===== src/sv/odo_pkg.sv =====
// ----------------------------------------------------------------------------
// Odometry package
// Shared constants, codes, control types and the CORDIC angle table.
// ----------------------------------------------------------------------------
`default_nettype none

package odo_pkg;

  // Default number of CORDIC rotations and its legal range.
  localparam int TrigStepsDefault = 16;
  localparam int TrigStepsMax     = 32;
  localparam int IterW            = 5;

  // Operation codes of an input item.
  localparam logic [1:0] OpStep    = 2'd0;
  localparam logic [1:0] OpCorrect = 2'd1;
  localparam logic [1:0] OpReplace = 2'd2;

  // Configuration register indexes.
  localparam int CfgIdxW = 8;
  localparam logic [CfgIdxW-1:0] RegDistPerTick = 8'd0;
  localparam logic [CfgIdxW-1:0] RegTurnPerTick = 8'd1;
  localparam logic [CfgIdxW-1:0] RegLinGain     = 8'd2;
  localparam logic [CfgIdxW-1:0] RegAngGain     = 8'd3;

  // Register reset values.
  localparam logic [31:0] DistPerTickReset = 32'd731184;
  localparam logic [31:0] TurnPerTickReset = 32'd2140012;

  // CORDIC start vector, gain compensated, Q4.30.
  localparam logic signed [33:0] CordicStart = 34'sd652032874;

  // Commands from the controller to the datapath.
  typedef struct packed {
    logic             load_in;
    logic             delta;
    logic             mul;
    logic             scale;
    logic             rot_init;
    logic             rot_step;
    logic [IterW-1:0] iter;
    logic             posmul;
    logic             update;
    logic             load_out;
  } odo_cmd_t;

  // Status from the datapath to the controller.
  typedef struct packed {
    logic is_step;
    logic out_full;
  } odo_status_t;

  // Rotation angles atan(2^-i) in units of 2^-32 turn.
  function automatic logic [31:0] arc_turn(input logic [IterW-1:0] idx);
    logic [31:0] r;
    unique case (idx)
      5'd0:  r = 32'h20000000;  5'd1:  r = 32'h12E4051E;
      5'd2:  r = 32'h09FB385B;  5'd3:  r = 32'h051111D4;
      5'd4:  r = 32'h028B0D43;  5'd5:  r = 32'h0145D7E1;
      5'd6:  r = 32'h00A2F61E;  5'd7:  r = 32'h00517C55;
      5'd8:  r = 32'h0028BE53;  5'd9:  r = 32'h00145F2F;
      5'd10: r = 32'h000A2F98;  5'd11: r = 32'h000517CC;
      5'd12: r = 32'h00028BE6;  5'd13: r = 32'h000145F3;
      5'd14: r = 32'h0000A2FA;  5'd15: r = 32'h0000517D;
      5'd16: r = 32'h000028BE;  5'd17: r = 32'h0000145F;
      5'd18: r = 32'h00000A30;  5'd19: r = 32'h00000518;
      5'd20: r = 32'h0000028C;  5'd21: r = 32'h00000146;
      5'd22: r = 32'h000000A3;  5'd23: r = 32'h00000051;
      5'd24: r = 32'h00000029;  5'd25: r = 32'h00000014;
      5'd26: r = 32'h0000000A;  5'd27: r = 32'h00000005;
      5'd28: r = 32'h00000003;  5'd29: r = 32'h00000001;
      5'd30: r = 32'h00000001;  5'd31: r = 32'h00000000;
      default: r = 32'h00000000;
    endcase
    return r;
  endfunction

endpackage

`default_nettype wire


===== src/sv/odo_ctrl.sv =====
// ----------------------------------------------------------------------------
// Odometry controller
// Sequences one item at a time through the datapath.
// ----------------------------------------------------------------------------
`default_nettype none

module odo_ctrl
  import odo_pkg::*;
#(
  parameter int TRIG_STEPS = TrigStepsDefault
) (
  input  wire         clk_i,
  input  wire         rst_ni,
  input  wire         in_valid_i,
  output logic        in_ready_o,
  input  odo_status_t status_i,
  output odo_cmd_t    cmd_o
);

  localparam int CntW = (TRIG_STEPS > 1) ? $clog2(TRIG_STEPS) : 1;
  localparam logic [CntW-1:0] CntLast = CntW'(TRIG_STEPS - 1);

  localparam logic [2:0] StIdle   = 3'd0;
  localparam logic [2:0] StDelta  = 3'd1;
  localparam logic [2:0] StMul    = 3'd2;
  localparam logic [2:0] StScale  = 3'd3;
  localparam logic [2:0] StRot    = 3'd4;
  localparam logic [2:0] StPosMul = 3'd5;
  localparam logic [2:0] StUpdate = 3'd6;
  localparam logic [2:0] StOut    = 3'd7;

  logic [2:0]      state_q, state_d;
  logic [CntW-1:0] cnt_q, cnt_d;

  assign in_ready_o = (state_q == StIdle);

  // Next state and commands.
  always_comb begin
    state_d = state_q;
    cnt_d   = cnt_q;
    cmd_o   = '0;
    cmd_o.iter = IterW'(cnt_q);
    unique case (state_q)
      StIdle: begin
        if (in_valid_i) begin
          cmd_o.load_in = 1'b1;
          state_d = StDelta;
        end
      end
      StDelta: begin
        if (status_i.is_step) begin
          cmd_o.delta    = 1'b1;
          cmd_o.rot_init = 1'b1;
          state_d = StMul;
        end else begin
          state_d = StUpdate;
        end
      end
      StMul: begin
        cmd_o.mul = 1'b1;
        state_d = StScale;
      end
      StScale: begin
        cmd_o.scale = 1'b1;
        cnt_d   = '0;
        state_d = StRot;
      end
      StRot: begin
        cmd_o.rot_step = 1'b1;
        if (cnt_q == CntLast) begin
          state_d = StPosMul;
        end else begin
          cnt_d = cnt_q + 1'b1;
        end
      end
      StPosMul: begin
        cmd_o.posmul = 1'b1;
        state_d = StUpdate;
      end
      StUpdate: begin
        cmd_o.update = 1'b1;
        state_d = StOut;
      end
      StOut: begin
        if (!status_i.out_full) begin
          cmd_o.load_out = 1'b1;
          state_d = StIdle;
        end
      end
      default: state_d = StIdle;
    endcase
  end

  // State registers.
  always_ff @(posedge clk_i or negedge rst_ni) begin
    if (!rst_ni) begin
      state_q <= StIdle;
      cnt_q   <= '0;
    end else begin
      state_q <= state_d;
      cnt_q   <= cnt_d;
    end
  end

endmodule

`default_nettype wire


===== config.mk =====
export PLATFORM = sky130hd
export DESIGN_NAME = odo_ctrl
export DESIGN_NICKNAME = d
export VERILOG_FILES = /design/src/sv/odo_pkg.sv /design/src/sv/odo_ctrl.sv
export SDC_FILE = /design/constraint.sdc
export NUM_CORES = 1
export LEC_CHECK = 0
export BUFFER_PORTS_ARGS = -buffer_cell sky130_fd_sc_hd__buf_2
export CAP_MARGIN = 5
export CORE_AREA = 2 2 39 41
export CTS_CLUSTER_SIZE = 14
export DETAILED_ROUTE_END_ITERATION = 12
export DIE_AREA = 0 0 41 43
export GPL_ROUTABILITY_DRIVEN = 0
export PLACE_DENSITY = 0.7
export SLEW_MARGIN = 0
export SYNTH_ARGS = -nofsm -noshare
export SYNTH_HDL_FRONTEND = slang
export SYNTH_SLANG_ARGS = --single-unit

===== constraint.sdc =====
create_clock -name clk_i -period 3.2 [get_ports clk_i]
set_clock_uncertainty 0.15 [all_clocks]
set_input_delay 0.16 -clock clk_i [delete_from_list [all_inputs] [get_ports clk_i]]
set_output_delay 0.16 -clock clk_i [all_outputs]
set_load 0.05 [all_outputs]

* Yosys cells after proc, flatten, opt, wreduce, memory -nomap -nowiden *
Cells that the tools add are included.

storage, ports and cells
  memories = 0
  bits in latches = 0
  output and inout port bits = 15
  bits in registers = 7
  memory bits (writable) = 0
  bits in read-only memories = 0
  word-level logic and storage cells = 37
  input port bits = 5

operators by class
  multiplexer cells = 18
  order comparisons = 0
  multipliers = 0
  bitwise gates (word level) = 0
  divide/modulo/power cells = 0
  reduce and logical (&&, ||, !) cells = 4
  equal/unequal tests = 12
  shift operators = 0
  $add $sub $neg = 1

operators by type and width
  operator             count
  $pmux 3 s8           1
  $eq 3x3->1 const B   4
  $mux 3               4
  $mux 1               11
  $ne 2x2->1 const B   4
  $pmux 4 s2           1
  $eq 3x2->1 const B   2
  $add 4x1->4 const B  1
  $eq 4x4->1 const B   1
  $mux 4               1
  $eq 3x1->1 const B   1
  $logic_not 3->1      1
  $reduce_and 3->1     1
  $reduce_and 2->1     1
  $reduce_bool 2->1    1

* Logic depth before layout (Yosys ltp) *
  word-level depth = 3
  gate-level depth with buffers = 6

* Worst setup path after synthesis *
OpenSTA, ideal clock, no wires.

  path type = register -> output
  start point = register state_q[1]
  end point = output port cmd_o[12] in the netlist's numbering
  path buffers = 1
  required time = 2.890 ns
  arrival = 1.751 ns
  cell stages (with the launch flop) = 6
  path slack = 1.139 ns
  cell sequence = dfrtp_1 -> inv_1 -> ha_1 -> nand2_1 -> nor2_1 -> buf_4

RTL lines
  element                 line             RTL
  from (decl)             odo_ctrl.sv:32   logic [2:0] state_q, state_d;
  from (signal assigned)  odo_ctrl.sv:97   state_q <= StIdle;
  from (signal assigned)  odo_ctrl.sv:100  state_q <= state_d;
  to (decl)               odo_ctrl.sv:17   output odo_cmd_t cmd_o

==> impl_metrics.json <==
{
  "run_status": "completed",
  "cts_setup_buffers": 0,
  "pwr_density_cell_mw_per_mm2": 1140,
  "post_route_cells_drive_above_1_share_pct": 37.0,
  "core-area_mm2": 0.00138,
  "share_seq_of_total_power_pct": 21.0,
  "timing_max_transition_violations_final": 0,
  "synth.lib_cells_used.distinct": 29,
  "grt_setup_unrepaired": "no",
  "design.final.nets": 92,
  "clock_latency_ns": 0.26,
  "cellLeakagePower_uw": 0.000388,
  "number_of_buffers_created_by_cts": 3,
  "worstSetupEndpointType": "output pin",
  "io_pins": 20,
  "peakVddDrop_uv": 360,
  "layout_setup_ws_ns": 1.27,
  "groute.usage.overall_pct": 15.6,
  "worst-r2r-cell-count": 6,
  "clock_tree.root_cell": "clkbuf_4",
  "period_needed_ns": 1.93,
  "finalSetupViolCount": 0,
  "layout-area-overhead-vs-synth_pct": 21.8,
  "power.net_switching_uw": 427,
  "dieWidth_um": 41,
  "total_wirelength_of_the_detailed_routed_design_mm": 1.20,
  "critical_path.cell_chain": "inv_1, ha_1, nand2_1, inv_2, buf_2",
  "initial_core_util_pct": 41.1,
  "final.period_utilization_pct": 60.2,
  "synth-warning-count": 0,
  "fp.dieH_um": 43,
  "syn_nets": 71,
  "cp.required_ns": 2.89,
  "netSwitchingFraction_pct": 54.1,
  "drt_iter0_drc": 13,
  "final.setup.tns_ns": 0,
  "ctsLongestPathBuffers": 2,
  "die-area_mm2": 0.00176,
  "grt_max_degree": 13,
  "cp_top_family": "buffers and inverters",
  "postCtsResizedCells": 0,
  "power_frac_comb_pct": 68.3,
  "post-place-ws_ns": 1.31,
  "detail_route.vias_per_cell": 5.07,
  "timing.fmax_mhz": 519,
  "worst_setup_path_startpoint": "state_q[0]",
  "number_of_antenna_violations_at_the_first_check_in_global_routing": 0,
  "path_class": "register to output pin",
  "cts_htree_levels": 1,
  "worstHoldPathType": "input port to asynchronous set/reset pin",
  "critical_path.slowest_cell": "dfrtp_1",
  "cap_viol_max_count": 0,
  "antenna_violating_nets_post_route": 0,
  "gr-total-overflow": 0,
  "cpPeakStageDelay_ns": 0.40,
  "clock_sink_count": 7,
  "tritoncts": "built",
  "timing.critical_path.from_type": "register",
  "hpwl_um": 928,
  "portBuffers": 18,
  "n_antenna_cell": 0,
  "gate_count_after_technology_mapping": 61,
  "num_vias": 492,
  "cp.depth": 5,
  "crit_arrival_ns": 1.62,
  "synth.yosys.seq_area_share_pct": 30.8,
  "hold_viol_final": 0,
  "number_of_core_rows": 14,
  "critical_path_buffers_and_inverters": 3,
  "routedWlPerCell_um": 12.4,
  "detail_route.drc_violations": 0,
  "regToRegStartpoint": "state_q[1]",
  "via_count_of_the_first_global_routing_pass": 411,
  "p_int_uw": 363,
  "drtPass1Iterations": 4,
  "critical_path_peak_fanout": 7,
  "clock_pin_slew_on_the_worst_setup_and_hold_paths_ns": 0.06,
  "post_syn_area_per_cell_um2": 9.33,
  "grt_pass1_wl_mm": 1.84,
  "clock_network_fraction_of_total_power_pct": 10.6,
  "synth-seq-cells": 7,
  "netlist_area_um2": 569
}
placed cells by master (no fill, tap or decap):
| master | n |
|---|---|
| buf_2 | 18 |
| nor2_1 | 4 |
| nor2b_1 | 1 |
| a21oi_1 | 1 |
| mux2i_1 | 2 |
| dlygate4sd3_1 | 1 |
| nand2b_4 | 1 |
| nand2_1 | 5 |
| dfrtp_1 | 7 |
| ha_1 | 5 |
| and3_4 | 1 |
| o21ai_0 | 2 |
| a211o_1 | 1 |
| inv_2 | 2 |
| mux2_4 | 1 |
| a2bb2oi_1 | 1 |
| and2_1 | 4 |
| a221oi_4 | 1 |
| conb_1 | 1 |
| a221o_1 | 1 |
| clkbuf_4 | 3 |
| mux2_2 | 1 |
| and2b_1 | 1 |
| a22oi_1 | 1 |
| inv_1 | 3 |
| and2b_4 | 1 |
| nor3_1 | 4 |
| nand2b_1 | 1 |
| clkbuf_1 | 1 |
| and2_2 | 1 |
| nand3_1 | 3 |
| nand3b_1 | 1 |
layer usage:
| layer | up-vias | track usage [%] | part of all wire (%) |
|---|---|---|---|
| met1 | 230 | 19.8 | 44 |
| met5 | - | 0 | 0 |
| met2 | 8 | 22.8 | 51 |
| met4 | 0 | 10.0 | 2.0 |
| met3 | 4 | 3.14 | 2.3 |
| li1 | 250 | - | - |
state kept, by name, summed over array words and instances, names as in the netlist:
name / count
cnt_q: 4
state_q: 3
power groups by stage:
| stage | logic (uW) | registers [uW] | clock network (uW) |
|---|---|---|---|
| 4_1_cts | 543 | 165 | 85.5 |
| 2_1_floorplan | 434 | 188 | 0 |
| 5_1_grt | 581 | 170 | 93.3 |
| 3_3_place_gp | 536 | 163 | 0 |
| 6_report | 540 | 166 | 84.1 |
| 3_5_place_dp | 540 | 166 | 0 |
Yosys cell counts:
| library cell | instances | area, um2 |
|---|---|---|
| and2b_4 | 1 | 10.0 |
| nor3_1 | 4 | 20.0 |
| ha_1 | 5 | 62.6 |
| dfrtp_1 | 7 | 175 |
| a22oi_1 | 1 | 7.51 |
| and2_1 | 4 | 25.0 |
| mux2_2 | 1 | 11.3 |
| nand2_1 | 5 | 18.8 |
| nor2_1 | 4 | 15.0 |
| conb_1 | 1 | 3.75 |
| inv_1 | 3 | 11.3 |
| a21oi_1 | 1 | 5.00 |
| a211o_1 | 1 | 8.76 |
| nand3b_1 | 1 | 7.51 |
| o21ai_0 | 2 | 10.0 |
| and2_2 | 1 | 7.51 |
| a2bb2oi_1 | 1 | 8.76 |
| a221o_1 | 1 | 10.0 |
| mux2i_1 | 2 | 20.0 |
| nor2b_1 | 1 | 6.26 |
| nand3_1 | 3 | 15.0 |
| inv_2 | 2 | 7.51 |
| nand2b_1 | 1 | 6.26 |
| a221oi_4 | 1 | 26.3 |
| and3_4 | 1 | 11.3 |
| buf_4 | 3 | 22.5 |
| mux2_4 | 1 | 15.0 |
| and2b_1 | 1 | 7.51 |
| nand2b_4 | 1 | 13.8 |
area by class of cell:
cell class	count	area [um2]
Clock buffer	4	26.3
Fill cell	135	691
Inverter	5	18.8
Multi-Input combinational cell	46	353
Sequential cell	7	175
Tap cell	16	20.0
Timing Repair Buffer	19	100
what timing repair did:
action / in CTS / in global routing
endpoints found under the setup margin: 0 / 0
hold buffers: 1 / 0
hold endpoints to repair: 7 / 0
kinds of logic after synthesis:
family / Yosys count / synth area share, %
mux: 4 / 8.13
simple gates: 28 / 28.8
buf+inv: 8 / 7.25
fa+ha+maj: 5 / 11.0
flops: 7 / 30.8
other cells: 1 / 0.659
compound gates: 8 / 13.4
metrics by stage:
step                area, um2  cells  power (uW)  hold WS [ns]  util, %
floorplan                 569     61         622        -0.286        -
global placement          657     92         699        -0.143     47.5
detailed placement        657     92         706        -0.144     47.5
CTS                       693     97         794         0.117     50.1
global route              693     97         844         0.143     50.1
finish                    693     97         790         0.125     50.1
path summary, 6_finish.rpt:
kind / slack, ns / to
setup / recovery: 1.27 / cmd_o[8]
hold / removal: 0.13 / cnt_q[3]
setup reg to reg: 1.31 / state_q[1]
hold reg to reg: 0.40 / cnt_q[2]
max in group asynchronous: 2.61 / state_q[2]
min in group clk_i: 0.17 / state_q[2]
Power figures use the tool's default switching activity.
